**src/sv/rbb_pkg.sv**
```systemverilog
// Package: shared constants, types and the divide-by-nine helper of the RGB box blur.
package rbb_pkg;

	localparam int MAX_WIDTH_DEF  = 1024;
	localparam int MAX_HEIGHT_DEF = 4096;

	localparam int FRAME_WIDTH_W  = 11;
	localparam int FRAME_HEIGHT_W = 13;
	localparam int CFG_DATA_W     = 13;
	localparam int CFG_IDX_W      = 1;

	localparam int RESET_WIDTH  = 640;
	localparam int RESET_HEIGHT = 480;
	localparam int MIN_DIM      = 3;

	localparam int CH_W  = 8;
	localparam int PIX_W = 3 * CH_W;
	localparam int SUM_W = 12;
	localparam int WIN_N = 9;

	localparam int DIV9_MUL   = 7282;
	localparam int DIV9_MUL_W = 13;
	localparam int DIV9_SHIFT = 16;

	localparam logic [CFG_IDX_W-1:0] CFG_FRAME_WIDTH  = 1'b0;
	localparam logic [CFG_IDX_W-1:0] CFG_FRAME_HEIGHT = 1'b1;

	typedef struct packed {
		logic emit;
		logic interior;
		logic last;
	} rbb_ctl_t;

	// exact floor(s / 9) for s <= 2295
	function automatic logic [CH_W-1:0] div9(input logic [SUM_W-1:0] s);
		logic [SUM_W+DIV9_MUL_W-1:0] p;
		p = {{DIV9_MUL_W{1'b0}}, s} * (SUM_W+DIV9_MUL_W)'(DIV9_MUL);
		return p[DIV9_SHIFT +: CH_W];
	endfunction

endpackage

```
**src/sv/rbb_filter.sv**
```systemverilog
// 3x3 window, per-channel sums and the output register.
module rbb_filter (
	input  logic                          clk,
	input  logic                          arst_n,
	input  logic                          adv,
	input  logic                          valid_s1,
	input  rbb_pkg::rbb_ctl_t             ctl_s1,
	input  logic [rbb_pkg::PIX_W-1:0]     pix_s1,
	input  logic [rbb_pkg::PIX_W-1:0]     top_s1,
	input  logic [rbb_pkg::PIX_W-1:0]     mid_s1,
	output logic                          out_valid,
	output logic [rbb_pkg::CH_W-1:0]      out_red,
	output logic [rbb_pkg::CH_W-1:0]      out_green,
	output logic [rbb_pkg::CH_W-1:0]      out_blue,
	output logic                          frame_last
);

	logic [rbb_pkg::PIX_W-1:0] win_q [rbb_pkg::WIN_N];
	logic [rbb_pkg::PIX_W-1:0] win_n [rbb_pkg::WIN_N];
	logic [rbb_pkg::SUM_W-1:0] sum_n [3];

	logic                      emit_s2;
	logic                      int_s2;
	logic                      last_s2;
	logic [rbb_pkg::SUM_W-1:0] sum_s2 [3];
	logic [rbb_pkg::PIX_W-1:0] ctr_s2;

	logic                      out_valid_q;
	logic [rbb_pkg::CH_W-1:0]  red_q;
	logic [rbb_pkg::CH_W-1:0]  green_q;
	logic [rbb_pkg::CH_W-1:0]  blue_q;
	logic                      last_q;

	always_comb begin
		for (int k = 0; k < 3; k++) begin
			win_n[3*k]     = win_q[3*k+1];
			win_n[3*k + 1] = win_q[3*k+2];
		end
		win_n[2] = top_s1;
		win_n[5] = mid_s1;
		win_n[8] = pix_s1;
		for (int c = 0; c < 3; c++) begin
			sum_n[c] = '0;
			for (int i = 0; i < rbb_pkg::WIN_N; i++) begin
				sum_n[c] = sum_n[c] +
					rbb_pkg::SUM_W'(win_n[i][rbb_pkg::CH_W*c +: rbb_pkg::CH_W]);
			end
		end
	end

	always_ff @(posedge clk or negedge arst_n) begin
		if (!arst_n) begin
			for (int i = 0; i < rbb_pkg::WIN_N; i++) begin
				win_q[i] <= '0;
			end
			emit_s2     <= 1'b0;
			out_valid_q <= 1'b0;
		end else if (adv) begin
			if (valid_s1) begin
				win_q <= win_n;
			end
			emit_s2     <= valid_s1 && ctl_s1.emit;
			out_valid_q <= emit_s2;
		end
	end

	always_ff @(posedge clk) begin
		if (adv) begin
			if (valid_s1) begin
				sum_s2  <= sum_n;
				ctr_s2  <= win_n[4];
				int_s2  <= ctl_s1.interior;
				last_s2 <= ctl_s1.last;
			end
			if (emit_s2) begin
				last_q <= last_s2;
				if (int_s2) begin
					red_q   <= rbb_pkg::div9(sum_s2[2]);
					green_q <= rbb_pkg::div9(sum_s2[1]);
					blue_q  <= rbb_pkg::div9(sum_s2[0]);
				end else begin
					red_q   <= ctr_s2[2*rbb_pkg::CH_W +: rbb_pkg::CH_W];
					green_q <= ctr_s2[rbb_pkg::CH_W +: rbb_pkg::CH_W];
					blue_q  <= ctr_s2[0 +: rbb_pkg::CH_W];
				end
			end
		end
	end

	assign out_valid  = out_valid_q;
	assign out_red    = red_q;
	assign out_green  = green_q;
	assign out_blue   = blue_q;
	assign frame_last = last_q;

endmodule

```
**config.mk**
```make
export PLATFORM = sky130hd
export DESIGN_NAME = rbb_filter
export DESIGN_NICKNAME = d
export VERILOG_FILES = /design/src/sv/rbb_pkg.sv /design/src/sv/rbb_filter.sv
export SDC_FILE = /design/constraint.sdc
export NUM_CORES = 1
export LEC_CHECK = 0
export BUFFER_PORTS_ARGS = -buffer_cell sky130_fd_sc_hd__buf_2
export CAP_MARGIN = 20
export CORE_MARGIN = 2
export CORE_UTILIZATION = 33
export CTS_CLUSTER_DIAMETER = 200
export CTS_CLUSTER_SIZE = 25
export DETAILED_ROUTE_END_ITERATION = 8
export GPL_TIMING_DRIVEN = 0
export SYNTH_ARGS = -nofsm -noshare
export SYNTH_HDL_FRONTEND = slang
export SYNTH_SLANG_ARGS = --single-unit
```
**constraint.sdc**
```tcl
create_clock -name clk -period 5.3 [get_ports clk]
set_input_delay 0.53 -clock clk [delete_from_list [all_inputs] [get_ports clk]]
set_output_delay 0.53 -clock clk [all_outputs]
set_load 0.05 [all_outputs]
```
==> results of run 1 <==
==> logic make-up after synthesis <==
logic type                 count (synthesis)  synth area share
AOI/OAI and AO/OA                        190            0.0600
xor gates and xnor gates                  56            0.0253
adders and majority gates                489             0.412
buffers and inverters                    396            0.0768
DFF                                      233             0.323
muxes                                    107            0.0624
and+or+nand+nor                          167            0.0396
==> stage by stage <==
stage | setup WS [ns] | utilization | cells
after floorplan | 0.555 | - | 1638
after global placement | 0.187 | 0.360 | 2507
after detailed placement | 0.152 | 0.361 | 2510
after CTS | 0.153 | 0.368 | 2531
after global routing | -0.0302 | 0.369 | 2536
final | 0.217 | 0.369 | 2536
==> how the worst max path moves through the flow <==
| stage | slack [ns] | endpoint | cells past startpoint |
|---|---|---|---|
| 4_1_cts | 0.15 | out_red[7]$_DFFE_PP_ | 19 |
| 3_3_place_gp | 0.19 | out_red[7]$_DFFE_PP_ | 19 |
| 5_1_grt | -0.03 | out_red[7]$_DFFE_PP_ | 19 |
| 6_report | 0.22 | out_red[7]$_DFFE_PP_ | 19 |
| 2_1_floorplan | 0.56 | out_red[7]$_DFFE_PP_ | 19 |
| 3_5_place_dp | 0.15 | out_green[7]$_DFFE_PP_ | 19 |
==> synthesized netlist by cell type, types with 3 or more instances <==
library cell  number
a21o_1            19
o41ai_1            5
ha_1             240
o31ai_1            4
dfrtp_1          146
inv_1            370
and4_1             6
nor3_1            10
a21oi_1           39
o211ai_1           3
mux2_2           106
a31oi_1            9
clkbuf_1          16
nand2_1           86
buf_1              7
o21a_1             6
nor2_1            28
o21ai_1           10
xnor2_1           42
xor2_1            14
nor2b_1            7
fa_1             249
nand3_1            8
and3_1             4
nand4_1            6
o21bai_1           4
o21ai_0           69
edfxtp_1          87
==> repair_timing <==
item / in CTS / in global routing
setup buffers: 0 / 4
setup endpoints to repair: 0 / 5
gates resized for setup: 0 / 4
==> state kept, by name (all words and copies together), names as in the netlist <==
name	flops
last_s2	1
out_blue	8
out_valid	1
sum_s2	36
out_green	8
frame_last	1
out_red	8
ctr_s2	24
win_n	144
int_s2	1
emit_s2	1
==> layer usage <==
| layer | track usage | part of all wire | vias to the layer above | routed length (um) |
|---|---|---|---|---|
| li1 | - | - | 5533 | - |
| met1 | 0.209 | 0.47 | 5944 | 20500 |
| met2 | 0.254 | 0.49 | 153 | 21300 |
| met3 | 0.0136 | 0.027 | 32 | 1170 |
| met4 | 0.0239 | 0.015 | 0 | 673 |
| met5 | 0 | 0 | - | 0 |
==> final cells by class <==
class                           instances  area, um2  share of cell area
Clock inverter                          2       17.5            0.000820
Clock buffer                           19        352              0.0165
Inverter                              372       1400              0.0653
Buffer                                 24       95.1             0.00445
Timing Repair Buffer                  112        647              0.0303
Sequential cell                       233       6270               0.293
Multi-Input combinational cell       1009      11600               0.545
Tap cell                              765        957              0.0448
==> worst reg2reg max path, cell delays in order, from the launching register on <==
cell and delay, ns:
edfxtp_1 0.38, inv_1 0.10, fa_1 0.54, inv_1 0.05, ha_1 0.31, inv_1 0.07, fa_1 0.50, inv_1 0.05
fa_1 0.50, inv_1 0.05, fa_1 0.47, inv_1 0.04, ha_1 0.30, and4_1 0.28, a41oi_2 0.19, o21ai_1 0.11
and3_1 0.18, nor4bb_2 0.31, xnor2_1 0.13, mux2_2 0.30
==> results.md, run 1 <==
* Status: finished clean
* Slowest Stage Delay on Critical Path at 0.54 ns
* Ranking of synthesized cells by area: fa_1 26%, dfrtp_1 19%, ha_1 16%
* Total negative slack at 0 ns
* Worst R2R End: out_red[7]$_DFFE_PP_
* Async SR Flop Fraction at 0.627
* Area leader, netlist: fa_1
* Reg-to-Reg Start: sum_s2[1]$_DFFE_PP_
* CTS hold repair buffers at 0
* Placed Area at 20,900 um2
* Starting DRT DRC Count at 464
* TritonRoute pass-1 iters at 5
* Critical path's top delay family: adder cells
* Min Hold Slack at 0.00715 ns
* WS Path Type: reg2reg
* Hold Crit Class: in2async
* Core Rows at 88
* Post-layout instance area at 21,400 um2
* Clock transition at the registers of the reported paths at 0.11 ns
* CTS max path bufs at 3
* Endpoints failing setup at 0
* Fmax at 197 MHz
* I/O pins at 105
* Crit end category: flip-flop
* Crit path launch: sum_s2[1]$_DFFE_PP_
* Most used cell, CP: inv_1
* H-tree depth at 1
* Remaining antenna violation count at 0
* CTS sink count at 233
* Worst Max-Slew Pin Slew at 1.05 ns
* Critical Path Fanout Max at 4
* Ys flop type: dfrtp_1
* Crit path DAT at 5.34 ns
* Starting density of the core at 0.334
* Final Hold Violating Endpoints at 0
* Die Y at 246 um
* Setup Skew at 0.0145 ns
* Net Count, Synth at 2,206
* Slew margin rel. at 0.301
* Nets at 2,333
* Max Cap Violations at 0
* Period utilization at 0.959
* Cells on worst reg2reg path at 19
* Minimum clock period at 5.08 ns
* Final wirelength at 43.6 mm
* Worst-path cell chain: inv_1 > fa_1 > inv_1 > ha_1 > inv_1 > fa_1 > inv_1 > fa_1 > inv_1 > fa_1 > inv_1 > ha_1 > and4_1 > a41oi_2 > o21ai_1 > and3_1 > nor4bb_2 > xnor2_1 > mux2_2
* Vias in the first global route at 12.8k
* Synthesized flop and latch total at 233
* Fill count at 5,741
* Gr usage total at 0.149
* WP data required at 5.55 ns
* Via count at 11.7k
* Most frequent cells in the layout: 370 x inv_1, 249 x fa_1, 240 x ha_1
* Max Slew Vio Count at 0
* Post-synth cell types at 57
* Port bufs at 104
* Core Area at 57,900 um2
* Type of origin of the critical path: flip-flop
* CTS tree: yes
* Register area share after synthesis at 0.323
* Synthesized area at 19,400 um2
* Die ar. at 60,700 um2
* Max stage delay cell, worst path: fa_1
* Share of layout cells above drive strength 1 at 0.141
* EDFF count, synth at 87
* Total gr overflow at 0
* Register-to-Register Setup Slack at 0.22 ns
* Commonest non-fill, non-tap cell in the layout: inv_1
* Vias per cell at 4.60
* Post-synthesis cell count at 1,638
* DRC at 0
* TritonCTS Buffers at 13
* Antenna violations before repair at 0
* First-pass GRT wire length at 70.3 mm
* WL/cell at 17.2 um
* Clock latency at the later pin of the worst-skew pair at 0.49 ns
* Synth Area per Inst at 11.8 um2
* Die width at 246 um
* Largest net degree at the start of global routing at 86
* Synth-to-Final Area Change at 10.3%
* Antenna cells at 0
* WP buf/inv at 6
* RePlAce Congestion at 0.875
* Root buffer cell: clkbuf_16
* Synth warn at 0
* Hpwl dp at 36.0 mm
* Top cell type's share of synthesized area at 0.257
Power of run 1 is left out: the tool's default activity adds up to more than one toggle a clock period on the data nets, which glitch-free logic cannot reach.
==> run 2: changes to the inputs <==
CORE_UTILIZATION = 63   (was 33)
PLACE_DENSITY = 0.82   (was not set)
==> run 2 against run 1 <==
Compared with the run above: core utilization increased by 32 points; via count up 3.7%; clock skew up 0.011 ns; critical path depth did not move; global-route usage up 12 points; die area decreased by 47%; final area fell by 2.2%; critical path type unchanged.
==> results.md, run 2 (synthesis results as in run 1) <==
* Starting density of the core at 0.637 (+0.302)
* Largest net degree at the start of global routing at 90 (+4.7%)
* Port bufs at 104 (unchanged)
* Setup Skew at 0.0256 ns (+0.0111 ns)
* Antenna violations before repair at 2 (+2)
* Remaining antenna violation count at 0 (unchanged)
* Most frequent cells in the layout: 370 x inv_1, 249 x fa_1, 240 x ha_1
* Max reg flops at 144 (unchanged)
* DRC at 0 (unchanged)
* WS Path Type: reg2reg
* Hold Crit Class: in2async
* Cells on worst reg2reg path at 19 (unchanged)
* Via count at 12.1k (+3.7%)
* Clock latency at the later pin of the worst-skew pair at 0.49 ns (about the same)
* Core Area at 30,400 um2 (-47%)
* Nets at 2,335 (+0.086%)
* First-pass GRT wire length at 66.5 mm (-5.4%)
* I/O pins at 105 (unchanged)
* WL/cell at 18.8 um (+9.3%)
* Share of layout cells above drive strength 1 at 0.141 (about the same)
* Crit end category: flip-flop
* WP data required at 5.54 ns (about the same)
* RSZ-0062 raised after global routing: false
* Worst Max-Slew Pin Slew at 1.03 ns (-0.0207 ns)
* Slew margin rel. at 0.314 (+0.0138)
* Root buffer cell: clkbuf_16
* Antenna cells at 0 (unchanged)
* Register-to-Register Setup Slack at 0.25 ns (+0.03 ns)
* Core Rows at 64 (-27%)
* Max Slew Vio Count at 0 (unchanged)
* Final Util at 0.687 (+0.318)
* H-tree depth at 1 (unchanged)
* Type of origin of the critical path: flip-flop
* Final Hold Violating Endpoints at 0 (unchanged)
* Clock transition at the registers of the reported paths at 0.10 ns (about the same)
* Final wirelength at 40.8 mm (-6.6%)
* Minimum clock period at 5.05 ns (-0.0310 ns)
* Vias in the first global route at 13.4k (+4.5%)
* Total gr overflow at 0 (unchanged)
* Gr usage total at 0.270 (+0.121)
* Status: finished clean
* Starting DRT DRC Count at 632 (+36%)
* Fill count at 2,196 (-62%)
* Die ar. at 32,200 um2 (-47%)
* CTS max path bufs at 3 (unchanged)
* CTS hold repair buffers at 0 (unchanged)
* Worst R2R End: out_red[3]$_DFFE_PP_
* Crit path DAT at 5.29 ns (-0.05 ns)
* Vias per cell at 5.58 (+21%)
* CTS tree: yes
* Period utilization at 0.953 (-0.00586)
* TritonCTS Buffers at 13 (unchanged)
* RePlAce Congestion at 0.899 (+2.8%)
* Fmax at 198 MHz (+0.61%)
* CTS sink count at 233 (unchanged)
* Total negative slack at 0 ns (unchanged)
* Critical Path Fanout Max at 4 (unchanged)
* Die Y at 179 um (-27%)
* Max Cap Violations at 0 (unchanged)
* Commonest non-fill, non-tap cell in the layout: inv_1
* Synth-to-Final Area Change at 7.91%
* Hpwl dp at 33.5 mm (-7.1%)
* Die width at 179 um (-27%)
* Endpoints failing setup at 0 (unchanged)
* Reg-to-Reg Start: sum_s2[1]$_DFFE_PP_
* TritonRoute pass-1 iters at 5 (unchanged)
-- run 2: cell type report --
| type | instances | area, um2 | share of cell area |
|---|---|---|---|
| Multi-Input combinational cell | 1009 | 11600 | 0.557 |
| Sequential cell | 233 | 6270 | 0.300 |
| Inverter | 372 | 1400 | 0.0668 |
| Timing Repair Buffer | 114 | 642 | 0.0307 |
| Tap cell | 396 | 495 | 0.0237 |
| Clock buffer | 19 | 348 | 0.0166 |
| Buffer | 24 | 95.1 | 0.00455 |
| Clock inverter | 1 | 20.0 | 0.000958 |
-- run 2: per-stage QoR --
stage          instances  area, um2  worst slack, ns  hold slack [ns]
6_report            2168      20900            0.248            0.103
5_1_grt             2168      20900           0.0115            0.170
4_1_cts             2160      20800           0.0803            0.137
3_5_place_dp        2140      20500            0.131            0.419
3_3_place_gp        2138      20400            0.200            0.401
2_1_floorplan       1638      19400            0.555            0.234
-- run 2: worst max-delay path, cell delays in order, from the launching register on --
cell and delay, ns:
edfxtp_1 0.39, inv_1 0.10, fa_1 0.54, inv_1 0.05
ha_1 0.31, inv_1 0.07, fa_1 0.50, inv_1 0.05
fa_1 0.50, inv_1 0.05, fa_1 0.47, inv_1 0.04
ha_1 0.31, and4_4 0.23, a41oi_1 0.19, o21ai_1 0.12
a21o_1 0.22, a21oi_1 0.19, xnor2_1 0.17, mux2_2 0.31
-- run 2: how the worst max path moves through the flow --
| stage | start | end | slack (ns) | cells after the start |
|---|---|---|---|---|
| 2_1_floorplan | sum_s2[7]$_DFFE_PP_ | out_red[7]$_DFFE_PP_ | 0.56 | 19 |
| 3_3_place_gp | sum_s2[31]$_DFFE_PP_ | out_blue[6]$_DFFE_PP_ | 0.20 | 16 |
| 3_5_place_dp | sum_s2[31]$_DFFE_PP_ | out_blue[6]$_DFFE_PP_ | 0.13 | 16 |
| 4_1_cts | sum_s2[31]$_DFFE_PP_ | out_blue[6]$_DFFE_PP_ | 0.08 | 16 |
| 5_1_grt | sum_s2[1]$_DFFE_PP_ | out_red[7]$_DFFE_PP_ | 0.01 | 19 |
| 6_report | sum_s2[1]$_DFFE_PP_ | out_red[3]$_DFFE_PP_ | 0.25 | 19 |
-- run 2: per-layer routing --
layer | part of all wire | track usage | vias up
li1 | - | - | 5542
met4 | 0.039 | 0.0954 | 4
met2 | 0.51 | 0.477 | 333
met3 | 0.051 | 0.0363 | 89
met1 | 0.40 | 0.342 | 6127
met5 | 0.00064 | 0 | -
-- run 2: timing repair --
action | CTS | global route
endpoints found under the setup margin | 0 | 4
hold endpoints to repair | 0 | 0
buffers inserted | 0 | 8
gates resized for setup | 0 | 5
Power of run 2 is left out for the same reason.
