$ cat config.mk
export PLATFORM = sky130hd
export DESIGN_NAME = rbb_ctrl
export DESIGN_NICKNAME = d
export VERILOG_FILES = /design/src/sv/rbb_pkg.sv /design/src/sv/rbb_ctrl.sv
export SDC_FILE = /design/constraint.sdc
export NUM_CORES = 1
export LEC_CHECK = 0
export ABC_AREA = 1
export BUFFER_PORTS_ARGS = -buffer_cell sky130_fd_sc_hd__buf_2
export CAP_MARGIN = 15
export CORE_MARGIN = 2
export CORE_UTILIZATION = 59
export DETAILED_ROUTE_END_ITERATION = 16
export PLACE_DENSITY = 0.78
export SLEW_MARGIN = 20
export SYNTH_ARGS = -nofsm -noshare
export SYNTH_HDL_FRONTEND = slang
export SYNTH_SLANG_ARGS = --single-unit
$ cat constraint.sdc
create_clock -name clk -period 8.4 [get_ports clk]
set_clock_uncertainty 0.05 [all_clocks]
set_input_delay 1.68 -clock clk [delete_from_list [all_inputs] [get_ports clk]]
set_output_delay 1.68 -clock clk [all_outputs]
set_load 0.005 [all_outputs]
$ cat src/sv/rbb_pkg.sv
// Package: shared constants, types and the divide-by-nine helper of the RGB box blur.
package rbb_pkg;

	localparam int MAX_WIDTH_DEF  = 1024;
	localparam int MAX_HEIGHT_DEF = 4096;

	localparam int FRAME_WIDTH_W  = 11;
	localparam int FRAME_HEIGHT_W = 13;
	localparam int CFG_DATA_W     = 13;
	localparam int CFG_IDX_W      = 1;

	localparam int RESET_WIDTH  = 640;
	localparam int RESET_HEIGHT = 480;
	localparam int MIN_DIM      = 3;

	localparam int CH_W  = 8;
	localparam int PIX_W = 3 * CH_W;
	localparam int SUM_W = 12;
	localparam int WIN_N = 9;

	localparam int DIV9_MUL   = 7282;
	localparam int DIV9_MUL_W = 13;
	localparam int DIV9_SHIFT = 16;

	localparam logic [CFG_IDX_W-1:0] CFG_FRAME_WIDTH  = 1'b0;
	localparam logic [CFG_IDX_W-1:0] CFG_FRAME_HEIGHT = 1'b1;

	typedef struct packed {
		logic emit;
		logic interior;
		logic last;
	} rbb_ctl_t;

	// exact floor(s / 9) for s <= 2295
	function automatic logic [CH_W-1:0] div9(input logic [SUM_W-1:0] s);
		logic [SUM_W+DIV9_MUL_W-1:0] p;
		p = {{DIV9_MUL_W{1'b0}}, s} * (SUM_W+DIV9_MUL_W)'(DIV9_MUL);
		return p[DIV9_SHIFT +: CH_W];
	endfunction

endpackage

$ cat src/sv/rbb_ctrl.sv
// Frame geometry registers and input/output raster counters.
module rbb_ctrl #(
	parameter int MAX_WIDTH  = rbb_pkg::MAX_WIDTH_DEF,
	parameter int MAX_HEIGHT = rbb_pkg::MAX_HEIGHT_DEF
) (
	input  logic                              clk,
	input  logic                              arst_n,
	input  logic                              cfg_we,
	input  logic [rbb_pkg::CFG_IDX_W-1:0]     cfg_index,
	input  logic [rbb_pkg::CFG_DATA_W-1:0]    cfg_data,
	input  logic                              in_acc,
	output logic [$clog2(MAX_WIDTH)-1:0]      col,
	output rbb_pkg::rbb_ctl_t                 ctl
);

	localparam int CW = $clog2(MAX_WIDTH);
	localparam int WW = $clog2(MAX_WIDTH + 1);
	localparam int HW = $clog2(MAX_HEIGHT + 1);
	localparam int RW = $clog2(MAX_HEIGHT + 3);
	localparam int RST_W = (rbb_pkg::RESET_WIDTH > MAX_WIDTH) ? MAX_WIDTH :
		rbb_pkg::RESET_WIDTH;
	localparam int RST_H = (rbb_pkg::RESET_HEIGHT > MAX_HEIGHT) ? MAX_HEIGHT :
		rbb_pkg::RESET_HEIGHT;

	logic [WW-1:0] w_q;
	logic [HW-1:0] h_q;
	logic [CW-1:0] in_col_q;
	logic [RW-1:0] in_row_q;
	logic [CW-1:0] out_col_q;
	logic [RW-1:0] out_row_q;
	logic          act_q;

	logic [rbb_pkg::FRAME_WIDTH_W-1:0]  wv;
	logic [rbb_pkg::FRAME_HEIGHT_W-1:0] hv;
	logic [WW-1:0] w_clamp;
	logic [HW-1:0] h_clamp;
	logic [WW-1:0] col_inc;
	logic [WW-1:0] oc_inc;
	logic [RW-1:0] or_inc;
	logic [RW-1:0] h_ext;
	logic          wrap;
	logic          out_wrap;
	logic          act_n;

	assign wv = cfg_data[rbb_pkg::FRAME_WIDTH_W-1:0];
	assign hv = cfg_data[rbb_pkg::FRAME_HEIGHT_W-1:0];

	always_comb begin
		if (32'(wv) < 32'(rbb_pkg::MIN_DIM)) begin
			w_clamp = WW'(rbb_pkg::MIN_DIM);
		end else if (32'(wv) > 32'(MAX_WIDTH)) begin
			w_clamp = WW'(MAX_WIDTH);
		end else begin
			w_clamp = WW'(wv);
		end
		if (32'(hv) < 32'(rbb_pkg::MIN_DIM)) begin
			h_clamp = HW'(rbb_pkg::MIN_DIM);
		end else if (32'(hv) > 32'(MAX_HEIGHT)) begin
			h_clamp = HW'(MAX_HEIGHT);
		end else begin
			h_clamp = HW'(hv);
		end
	end

	assign col      = in_col_q;
	assign col_inc  = WW'(in_col_q) + WW'(1);
	assign wrap     = col_inc >= w_q;
	assign act_n    = act_q | (in_row_q == RW'(1) && in_col_q == CW'(1));
	assign oc_inc   = WW'(out_col_q) + WW'(1);
	assign out_wrap = oc_inc >= w_q;
	assign or_inc   = out_row_q + RW'(1);
	assign h_ext    = RW'(h_q);

	assign ctl.emit     = act_n;
	assign ctl.interior = out_row_q != '0 && or_inc < h_ext && out_col_q != '0 && oc_inc < w_q;
	assign ctl.last     = or_inc >= h_ext && out_wrap;

	always_ff @(posedge clk or negedge arst_n) begin
		if (!arst_n) begin
			w_q       <= WW'(RST_W);
			h_q       <= HW'(RST_H);
			in_col_q  <= '0;
			in_row_q  <= '0;
			out_col_q <= '0;
			out_row_q <= '0;
			act_q     <= 1'b0;
		end else if (cfg_we) begin
			unique case (cfg_index)
				rbb_pkg::CFG_FRAME_WIDTH:  w_q <= w_clamp;
				rbb_pkg::CFG_FRAME_HEIGHT: h_q <= h_clamp;
				default: ;
			endcase
			in_col_q  <= '0;
			in_row_q  <= '0;
			out_col_q <= '0;
			out_row_q <= '0;
			act_q     <= 1'b0;
		end else if (in_acc) begin
			if (act_n && ctl.last) begin
				in_col_q  <= '0;
				in_row_q  <= '0;
				out_col_q <= '0;
				out_row_q <= '0;
				act_q     <= 1'b0;
			end else begin
				in_col_q <= wrap ? '0 : CW'(col_inc);
				if (wrap && in_row_q <= h_ext + RW'(1)) begin
					in_row_q <= in_row_q + RW'(1);
				end
				act_q <= act_n;
				if (act_n) begin
					out_col_q <= out_wrap ? '0 : CW'(oc_inc);
					if (out_wrap) begin
						out_row_q <= or_inc;
					end
				end
			end
		end
	end

endmodule

==> results.md, run 1 <==
- The number of enable flip-flop cells after synthesis is 0.
- Counting instances in the post-synthesis netlist gives the leading cell types as sky130_fd_sc_hd__nand2_1 (157), sky130_fd_sc_hd__inv_1 (129), sky130_fd_sc_hd__dfrtp_1 (65), sky130_fd_sc_hd__ha_1 (57), sky130_fd_sc_hd__nor2_1 (56).
- After detailed routing, the number of remaining DRC violations is 0.
- In this run, the number of DRC markers left after iteration 0 of detailed routing was 283.
- The hold buffer count at CTS is 0.
- The critical path in this run is classified as reg2out.
- The number of antenna-violating nets in the routed design is 0.
- From bottom edge to top edge, the die measures 99.95 um.
- The detailed router placed 4754 vias in this run.
- The maximum fanout count along the critical path is 5.
- Input and output buffers added on the ports amount to 30.
- The floorplan step defined a core boundary enclosing 0.009065 mm2.
- After synthesis, the cell types taking the most area are sky130_fd_sc_hd__dfrtp_1 (30%), sky130_fd_sc_hd__ha_1 (13%), sky130_fd_sc_hd__nand2_1 (11%).
- The number of global-route vias before repair came to 4572.
- The number of setup buffers added after CTS is 0.
- The number of gates resized after cts is 0.
- The die is 99.95 um wide.
- The final-layout fill cell count is 761.
- Using the TritonRoute via totals, the vias-per-cell ratio works out to 5.496.
- Setup violations remaining at the end of the flow were counted as 0.
- The most frequent cell after synthesis is sky130_fd_sc_hd__nand2_1.
- The later pin in the worst-skew pair is clocked with a latency of 360 ps.
- The total half-perimeter wirelength after legalization and detailed placement is 9697 um.
- The power per unit of standard cell area is 167.5 mW/mm2.
- The kind of end point of the critical path is an output pin.
- From synthesis to final layout, the design area changed by 7.072%.
- For this run, the leading register cell type out of synthesis is sky130_fd_sc_hd__dfrtp_1.
- The number of max-capacitance violations reported is 0.
- After synthesis the netlist holds a flip-flop and latch count of 71.
- Of all flip-flops after synthesis, the portion carrying an async set or reset was 100.0%.
- Based on the critical path, the design can be clocked at up to 199.0 MHz.
- The max-slew headroom at the worst pin is 38.75%.
- After synthesis, the largest area contributor takes up 29.95% of total cell area.
- After layout, the worst setup slack is 3374 ps.
- At the placement stage, the worst setup path has a slack of 3800 ps.
- The clock passes through at most 2 buffers.
- The worst path required time is 6670 ps.
- For hold timing, the worst endpoint is out_row_q[6].
- The number of rows in the core area is 35.
- Dividing the detail-routed wire length by the instance count gives 14.46 um.
- Dividing the synthesized area by the synthesized cell count gives 7.554 um2.
- Hold is met by 488.2 ps.
- Setup repair after global routing left no endpoint under its margin.
- After routing, the total negative slack on setup checks comes to 0 ps.
- At the worst endpoint, the arrival time is 3300 ps.
- The clock-pin slew reported for the worst setup and hold paths after clock tree synthesis is 70 ps.
- The tightest min-delay check is of the reg2reg type.
- The summed instance area of the synthesized netlist is 0.005431 mm2.
- The maximum level of the CTS H-tree is 3.
- The number of buffers inserted during clock tree synthesis is 9.
- The final critical path takes up 59.83% of the cycle.
- Synthesis instantiated 42 different standard cells from the library.
- The synthesized design spends more area on one cell type than any other, namely sky130_fd_sc_hd__dfrtp_1.
- The worst vdd rail ir drop is 0.0001151 V.
- For the finished layout, the period the worst path requires is 5026 ps.
- At the end of routability-driven placement, the weighted congestion stood at 0.9625.
- The endpoint identified for the worst register-to-register timing path is in_row_q[2].
- The number of antenna violations at the first check in global routing is 0.
- The warning count from the yosys run is 0.
- The diode insertion count for antenna repair is 0.
- Counting cells, the worst reg-to-reg path comes to 19.
- The I/O pin count is 31.
- Along the worst hold path, the cell count comes to 2.
- The number of max-slew violations in the final report is 0.
- For this design the static power due to leakage is 3.133 nW.
- The total clock sinks is 71.
- The total count of hold-check failures in the final report came to 0.
- The kind of launch point of the worst setup path is a register.
- The fraction of layout instances using a drive strength above 1 is 11.01%.
- The startpoint of the most critical register-to-register path is out_row_q[0].
- The initial utilization of the core area, before any placement, comes to 59.92%.
- The flow ran to the end, and the final reports show no timing, DRC or antenna violations.
- The aggregate global routing overflow is 0.
- The clock tree from TritonCTS is built.
- The number of iterations in the first detailed-routing pass is 5.
- The net count after synthesis is 794.
- The first global-routing pass estimated 21370 um of wire.
- The design draws 974.3 uW.
- The transition time at the pin with the least slew margin is 918.7 ps.
- After detailed routing, the total wire length is 12510 um.
- After the last flow step, the layout net total stands at 824.
- The total routing usage reported by global routing is 26.92%.
- The largest net degree at the start of global routing is 72.
- The number of placed instances, taps included is 849.
- The root buffer cell chosen for the clock tree is sky130_fd_sc_hd__clkbuf_8.
- Synthesis produced a netlist whose cell count is 719.
- The area of the die is 0.009989 mm2.
- Across all register-to-register paths, the minimum setup slack is 4750 ps.
- The number of standard cells in the final layout excluding fillers is 865.
- The startpoint identified for the worst hold timing path is out_row_q[6].
- For this run, the register share of the synthesized area comes to 32.85%.
[registers in the layout, indices dropped and copies added, names as in the netlist]
signal and flops:
h_ext 13, in_row_q 13, col 10, w_q 11, out_row_q 13, out_col_q 10, act_q 1
[cells by family after synthesis]
family	synth area share, %
AND/OR/NAND/NOR	27.30
XOR/XNOR	6.773
flip-flops	32.85
buffers and inverters	10.67
adder cells (fa/ha/maj)	13.13
AO/OA/AOI/OAI	9.284
[worst max-delay path, cell delays in order (launching register included)]
cell	delay, ps
sky130_fd_sc_hd__dfrtp_1	460
sky130_fd_sc_hd__ha_1	220
sky130_fd_sc_hd__nand2_1	90
sky130_fd_sc_hd__nor2_1	150
sky130_fd_sc_hd__nand4_1	130
sky130_fd_sc_hd__nor2_1	220
sky130_fd_sc_hd__nand4_1	150
sky130_fd_sc_hd__xor2_1	210
sky130_fd_sc_hd__inv_1	60
sky130_fd_sc_hd__ha_1	300
sky130_fd_sc_hd__nand2_1	70
sky130_fd_sc_hd__nor2_1	150
sky130_fd_sc_hd__and2_1	170
sky130_fd_sc_hd__nand2_1	80
sky130_fd_sc_hd__nand3_1	190
sky130_fd_sc_hd__nand2_1	100
sky130_fd_sc_hd__inv_1	90
sky130_fd_sc_hd__buf_2	110
[power breakdown]
part	switching [mW]	internal [mW]	total, mW	leakage, nW
logic	0.203	0.115	0.318	2.10
registers	0.0316	0.375	0.407	0.943
clock network	0.125	0.124	0.249	0.0877
[per-layer routing]
metal | wire, um | vias to the layer above | GRT usage (%)
li1 | - | 2373 | -
met1 | 5519 | 2215 | 35.89
met2 | 6085 | 140 | 44.44
met3 | 597 | 26 | 3.760
met4 | 308 | 0 | 10.85
met5 | 0 | - | 0
[cell type report]
type	count	area, um2	area share [%]
clock buffer	15	166.4	2.861
inverter	132	495.5	8.520
timing repair buffer	31	157.7	2.711
multi-input combinational	504	3068	52.75
sequential	71	1784	30.68
clock inverter	1	5.005	0.08606
tap	111	138.9	2.388
[cell usage in the layout, fill, tap and decap left out, types with 17 or more instances in the layout]
| master | netlist | final |
|---|---|---|
| sky130_fd_sc_hd__nor2_1 | 56 | 56 |
| sky130_fd_sc_hd__nand3_1 | 55 | 55 |
| sky130_fd_sc_hd__a21oi_1 | 17 | 17 |
| sky130_fd_sc_hd__inv_1 | 129 | 129 |
| sky130_fd_sc_hd__o22ai_1 | 23 | 23 |
| sky130_fd_sc_hd__dfrtp_1 | 65 | 65 |
| sky130_fd_sc_hd__nand2_1 | 157 | 157 |
| sky130_fd_sc_hd__o21ai_0 | 20 | 20 |
| sky130_fd_sc_hd__xor2_1 | 38 | 38 |
| sky130_fd_sc_hd__ha_1 | 57 | 57 |
| sky130_fd_sc_hd__buf_2 | 1 | 30 |
[metrics by stage]
step / instance area [um2] / util (%)
6_report: 5816 / 64.15
5_1_grt: 5816 / 64.15
4_1_cts: 5816 / 64.15
3_5_place_dp: 5644 / 62.26
3_3_place_gp: 5644 / 62.26
2_1_floorplan: 5431 / -
[worst max path at each step]
stage / from / depth (start not counted) / to
global placement: out_row_q[0] / 18 / ctl[0]
finish: out_row_q[0] / 17 / ctl[0]
detailed placement: out_row_q[0] / 18 / ctl[0]
floorplan: out_row_q[0] / 16 / ctl[0]
global route: out_row_q[0] / 18 / ctl[0]
CTS: out_row_q[0] / 18 / ctl[0]
Power figures use the tool's default switching activity.
==> inputs of run 2 (changes only) <==
clock period = 4.65 ns   (was 8.4 ns; I/O delays follow)
==> run 2 against run 1 <==
Against the previous run:
- sequential power is 81% higher
- final area grew 0.13%
- clock power increased by 83%
- first-iteration DRC count rose by 28%
- sequential share of layout area about the same
- sequential cell count unchanged
- cell count unchanged
- critical endpoint unchanged
==> results.md, run 2 (same netlist as run 1, synthesis figures left out) <==
- The worst vdd rail ir drop is 0.0001646 V (+43%).
- The routability congestion estimate is 0.9285 (-3.5%).
- The number of vias in the routed layout is 4766 (+0.25%).
- The signal on the critical path passes through ha_1 > nand2_1 > nor2_1 > nand4_1 > nor2_1 > nand4_1 > xor2_1 > inv_1 > ha_1 > nand2_1 > nor2_1 > and2_1 > nand2_1 > nand3_1 > nand2_1 > inv_1 > buf_2.
- The total count of hold-check failures in the final report is 0 (unchanged).
- The hold buffer count at CTS is 0 (unchanged).
- The cell area after layout came to 0.005823 mm2 (+0.13%).
- The aggregate global routing overflow is 0 (unchanged).
- The terminating pin of the worst hold path is out_row_q[6].
- The worst setup path is launched from a register.
- The worst-case clock buffer depth is 2 (unchanged).
- The fraction of layout instances using a drive strength above 1 was 11.27% (+0.27 points).
- Counting stages on the worst path, the most repeated cell is sky130_fd_sc_hd__nand2_1.
- The total wire length after detailed routing is 12550 um (+0.34%).
- The clock-pin slew reported for the worst setup and hold paths after clock tree synthesis was 80 ps (about the same).
- The I/O pin count is 31 (unchanged).
- The total core area came to 0.009065 mm2 (unchanged).
- The initial core utilization is 59.92% (unchanged).
- The worst min-delay path class is reg2reg.
- In this run the critical register-to-register path is captured at in_row_q[1].
- The CTS root buffer is sky130_fd_sc_hd__clkbuf_8.
- Relative to the synthesized area, the layout overhead comes to 7.210%.
- The number of antenna-violating nets in the routed design came to 0 (unchanged).
- The total routing usage reported by global routing is 26.58% (-0.33 points).
- The register share of total power is 41.7% (about the same).
- The period utilization is 91.76%.
- The post-placement cell area is 0.005644 mm2 (unchanged).
- The total half-perimeter wirelength after legalization and detailed placement was 9807 um (+1.1%).
- The worst path required time is 3670 ps (-3000 ps).
- Setup repair after global routing left no endpoint under its margin.
- The number of endpoints failing setup at the final stage was 0 (unchanged).
- The final-layout fill cell count was 778 (+2.2%).
- The area of the die was 0.009989 mm2 (unchanged).
- The later-pin clock latency in the skew report is 340 ps (-20 ps).
- The biggest cell delay along the critical path is 440 ps (-20 ps).
- The number of rows in the core area is 35 (unchanged).
- In the layout the commonest cells are sky130_fd_sc_hd__nand2_1 (157), sky130_fd_sc_hd__inv_1 (129), sky130_fd_sc_hd__dfrtp_1 (65).
- The largest net degree at the start of global routing is 46 (-36%).
- The wire length per cell after detailed routing came to 14.51 um (+0.34%).
- The number of remaining DRC errors is 0 (unchanged).
- The area of the multi-input gates was 0.003068 mm2 (unchanged).
- The part of the power in the clock network is 25.8% (+0.2 points).
- The run finished with clean final reports.
- Timing would allow up to 234.4 MHz.
- The maximum level of the CTS H-tree is 3 (unchanged).
- The violation count after the first detailed-route iteration is 363 (+28%).
- The max-slew headroom at the worst pin is 40.29% (+1.5 points).
- The power per unit of standard cell area was 302.7 mW/mm2 (+81%).
- The number of max-capacitance violations reported is 0 (unchanged).
- The net load switching power was 655.0 uW (+82%).
- The total clock sinks is 71 (unchanged).
- The number of max-slew violations in the final report is 0 (unchanged).
- The depth of the worst register-to-register path was 19 (unchanged).
- The die span in x was 99.95 um (unchanged).
- The routed design could run at a clock period as short as 4267 ps.
- The worst setup path is of the reg2out kind.
- The ratio of routed vias to standard cells is 5.510 (+0.25%).
- The number of port buffers was 30 (unchanged).
- The number of global-route vias before repair was 4550 (-0.48%).
- The kind of end point of the critical path is an output pin.
- The net switching share of the total power came to 37.16% (+0.18 points).
- The area taken by flip-flops and latches is 0.001784 mm2 (unchanged).
- The data arrival time at the worst-slack endpoint is 3290 ps (about the same).
- In this run the most critical hold path is launched from out_row_q[6].
- For this design, the slowest cell found on the critical path is sky130_fd_sc_hd__dfrtp_1.
- The clock tree from TritonCTS is built.
- The post-CTS setup buffer count is 0 (unchanged).
- The number of buffers inserted during clock tree synthesis is 9 (unchanged).
- The transition time at the pin with the least slew margin is 894.6 ps (-24.05 ps).
- The worst register-to-register path begins at out_row_q[0].
- The number of gates resized after cts was 0 (unchanged).
- The sum of negative setup slack is 0 ps (unchanged).
- The vertical die dimension is 99.95 um (unchanged).
- The diode insertion count for antenna repair is 0 (unchanged).
- The maximum fanout count along the critical path is 5 (unchanged).
- The wire length of the first global-routing pass is 21120 um (-1.2%).
- The number of antenna violations at the first check in global routing is 0 (unchanged).
- The combinational fraction of design power is 32.5% (-0.2 points).
- The leakage power summed over all cells is 3.136 nW (about the same).
- The slack of the worst reg-to-reg path was 1020 ps (-3730 ps).
- The leading cell type in the layout, fill and taps excluded is sky130_fd_sc_hd__nand2_1.
- The cell internal power dissipation was 1.107 mW (+80%).
- The final net count is 824 (unchanged).
- The number of iterations in the first detailed-routing pass came to 5 (unchanged).
- The cell depth of the worst min-delay path is 2 (unchanged).
-- run 2: cell count changes in the layout (fill, tap and decap cells not counted) --
cell	change
sky130_fd_sc_hd__buf_4	+1
sky130_fd_sc_hd__clkinv_2	+1
sky130_fd_sc_hd__buf_2	-1
sky130_fd_sc_hd__clkinvlp_4	+1
sky130_fd_sc_hd__clkbuf_1	-2
-- run 2: stage by stage --
stage	worst slack (ps)	hold WS, ps	util, %	power [mW]	cells
3_5_place_dp	786.9	469.2	62.26	1.310	849
6_report	383.3	487.8	64.24	1.762	865
4_1_cts	398.1	487.6	64.21	1.766	865
2_1_floorplan	1305	427.6	-	1.152	719
3_3_place_gp	953.5	461.9	62.26	1.282	849
5_1_grt	79.93	528.1	64.24	1.890	865
-- run 2: area by class of cell --
type / instances / share of cell area, %
Clock inverter: 3 / 0.3008
Inverter: 132 / 8.509
Tap cell: 111 / 2.385
Clock buffer: 13 / 2.729
Sequential cell: 71 / 30.64
Timing Repair Buffer: 31 / 2.750
Multi-Input combinational cell: 504 / 52.69
-- run 2: layer usage --
metal	routed length [um]	global-route usage, %
met3	687	3.203
met5	0	0
met1	5385	35.55
met4	227	9.062
met2	6253	45.01
-- run 2: worst max path at each step --
stage / from / cells after the start / endpoint
global placement: out_row_q[0] / 18 / ctl[0]
global route: out_row_q[0] / 17 / ctl[0]
finish: out_row_q[0] / 17 / ctl[0]
floorplan: out_row_q[0] / 16 / ctl[0]
detailed placement: out_row_q[0] / 17 / ctl[0]
CTS: out_row_q[0] / 17 / ctl[0]
-- run 2: critical path, delay by kind of cell (launching register included) --
kind | cells | cell delay [ps]
flops | 1 | 440
buf+inv | 3 | 260
xor+xnor | 1 | 200
fa+ha+maj | 2 | 500
simple gates | 11 | 1520
-- run 2: power by group through the flow --
stage	clock [mW]	combinational, mW	sequential [mW]
finish	0.455	0.573	0.735
detailed placement	0	0.566	0.744
global route	0.490	0.658	0.743
CTS	0.464	0.569	0.733
floorplan	0	0.421	0.731
global placement	0	0.541	0.741
==> inputs of run 3 (changes only) <==
clock period = 4.21 ns   (was 4.65 ns; I/O delays follow)
==> run 3 against run 2 <==
Against the previous run:
- cell count grew 0.12%
- clock power rose by 19%
- core utilization is 0.47 points higher
- die area unchanged
- critical endpoint unchanged
- sequential power up 10%
==> results.md, run 3 (same netlist as run 1, synthesis figures left out) <==
- The endpoint of the worst-slack reg-to-reg timing path is in_row_q[12].
- The number of vias in the routed layout is 4870 (+2.2%).
- The number of remaining DRC errors is 0 (unchanged).
- The setup path with the least slack is of type reg2out.
- The layout-stage area growth over the synthesis result is 7.994%.
- The number of max-capacitance violations reported was 0 (unchanged).
- The leading cell type in the layout, fill and taps excluded is sky130_fd_sc_hd__nand2_1.
- The sum of negative setup slack was 0 ps (unchanged).
- The worst path setup slack after routing is 186.3 ps (-197.0 ps).
- The I/O pin count came to 31 (unchanged).
- The ratio of routed vias to standard cells is 5.624 (+2.1%).
- The max-slew headroom at the worst pin is 38.53% (-1.8 points).
- The number of iterations in the first detailed-routing pass is 6 (+1).
- The biggest cell delay along the critical path was 420 ps (-20 ps).
- The vertical die dimension is 99.95 um (unchanged).
- The slack of the worst reg-to-reg path was 740 ps (-280 ps).
- The kind of launch point of the worst setup path is a register.
- The total count of hold-check failures in the final report is 0 (unchanged).
- The number of endpoints failing setup at the final stage was 0 (unchanged).
- The initial core utilization came to 59.92% (unchanged).
- The critical path buffer and inverter count is 3 (unchanged).
- The fraction of layout instances using a drive strength above 1 is 12.45% (+1.2 points).
- The top cell types in the final layout, fill and taps aside, are sky130_fd_sc_hd__nand2_1 (157), sky130_fd_sc_hd__inv_1 (129), sky130_fd_sc_hd__dfrtp_1 (64).
- The worst-case clock buffer depth is 2 (unchanged).
- In this run the worst setup path begins at out_row_q[0].
- The total routing usage reported by global routing was 27.43% (+0.85 points).
- The total half-perimeter wirelength after legalization and detailed placement is 9919 um (+1.1%).
- The total core area came to 0.009065 mm2 (unchanged).
- The time the worst path needs with I/O delays and setup is 4024 ps.
- The area of the die is 0.009989 mm2 (unchanged).
- The kind of end point of the critical path is an output pin.
- The leakage power summed over all cells is 3.155 nW (+0.60%).
- The number of antenna-violating nets in the routed design is 0 (unchanged).
- TritonCTS built the clock tree.
- The wire length of the first global-routing pass is 21760 um (+3.0%).
- The cell family with the largest share of critical-path delay is simple AND/OR/NAND/NOR gates.
- The maximum fanout count along the critical path came to 5 (unchanged).
- The violation count after the first detailed-route iteration is 287 (-21%).
- The final net count came to 825 (+0.12%).
- The number of gates on the worst path with buffers counted came to 17 (unchanged).
- The number of max-slew violations in the final report is 0 (unchanged).
- The hold slack is 469.4 ps (-18.41 ps).
- The later-pin clock latency in the skew report was 360 ps (+20 ps).
- The flow ran to the end, and the final reports show no timing, DRC or antenna violations.
- The clock-pin slew reported for the worst setup and hold paths after clock tree synthesis is 80 ps (about the same).
- The aggregate global routing overflow is 0 (unchanged).
- The number of antenna violations at the first check in global routing is 0 (unchanged).
- The worst path required time was 3320 ps (-350 ps).
- The depth of the worst register-to-register path is 19 (unchanged).
- The sum of internal, switching and leakage power is 1.997 mW (+13%).
- The worst min-delay path class is reg2reg.
- The capture point of the critical path is ctl[0].
- The data arrival time at the worst-slack endpoint is 3130 ps (-160 ps).
- The die span in x came to 99.95 um (unchanged).
- The routability congestion estimate is 0.9464 (+1.9%).
- The number of global-route vias before repair is 4627 (+1.7%).
- The number of buffers inserted during clock tree synthesis came to 9 (unchanged).
- The worst vdd rail ir drop is 0.0001762 V (+7.0%).
- The setup slack after placement is 455.7 ps (-331.2 ps).
- The number of rows in the core area is 35 (unchanged).
- The wire length per cell after detailed routing is 14.99 um (+3.3%).
- The final-layout fill cell count is 772 (-0.77%).
- The transition time at the pin with the least slew margin came to 922.1 ps (+27.43 ps).
- The maximum level of the CTS H-tree is 3 (unchanged).
- The total clock sinks is 71 (unchanged).
- Traced cell by cell, the critical path runs through ha_1 > nand2_1 > nor2_2 > nand4_1 > nor2_2 > nand4_1 > xor2_1 > inv_1 > ha_1 > nand2_1 > nor2_2 > and2_1 > nand3_1 > nand3_2 > nand2_1 > inv_1 > buf_2.
- The slowest stage of the critical path is the sky130_fd_sc_hd__dfrtp_2 cell.
- The total wire length after detailed routing is 12980 um (+3.4%).
- The diode insertion count for antenna repair came to 0 (unchanged).
- The startpoint of the most critical register-to-register path is out_row_q[0].
- The peak clock frequency supported by timing is 248.5 MHz.
- The number of port buffers is 30 (unchanged).
- The power per unit of standard cell area is 340.5 mW/mm2 (+12%).
- The period utilization is 95.58%.
- The cell sitting at the root of the clock tree is a sky130_fd_sc_hd__clkbuf_8.
- The largest net degree at the start of global routing was 72 (+57%).
[run 3: worst min path at each step]
stage,slack [ps],cells after the start,endpoint,startpoint
floorplan,430,2,out_row_q[6],out_row_q[6]
global placement,460,2,out_row_q[6],out_row_q[6]
detailed placement,460,2,out_row_q[6],out_row_q[6]
CTS,480,2,out_row_q[6],out_row_q[6]
global route,480,1,out_row_q[0],out_row_q[0]
finish,470,1,out_row_q[0],out_row_q[0]
[run 3: stage by stage]
step	cell area, um2	instances	util, %
6_report	5866	866	64.71
5_1_grt	5866	866	64.71
4_1_cts	5833	865	64.35
3_5_place_dp	5644	849	62.26
3_3_place_gp	5644	849	62.26
2_1_floorplan	5431	719	-
[run 3: power by group]
part	internal, mW	switching [mW]	leakage [nW]
clock	0.272	0.271	0.0960
combinational	0.231	0.412	2.12
sequential	0.749	0.0620	0.942
[run 3: final cells by class]
cell class | count | area [um2] | share of cell area, %
Sequential cell | 71 | 1785 | 30.44
Tap cell | 111 | 138.9 | 2.368
Timing Repair Buffer | 32 | 165.2 | 2.816
Clock buffer | 10 | 127.6 | 2.176
Multi-Input combinational cell | 504 | 3092 | 52.71
Clock inverter | 6 | 61.31 | 1.045
Inverter | 132 | 495.5 | 8.447
[run 3: repair_timing]
action                     in CTS  in global routing
buffers inserted                0                  1
hold buffers                    0                  0
setup endpoints to repair       0                  2
resized for setup               0                  7
[run 3: routing by layer]
| metal | up-vias | routed length (um) | track usage [%] | share of wire (%) |
|---|---|---|---|---|
| met4 | 0 | 465 | 11.49 | 3.6 |
| li1 | 2389 | - | - | - |
| met2 | 149 | 6248 | 44.65 | 48 |
| met3 | 36 | 663 | 4.666 | 5.1 |
| met1 | 2296 | 5602 | 36.41 | 43 |
| met5 | - | 0 | 0 | 0 |
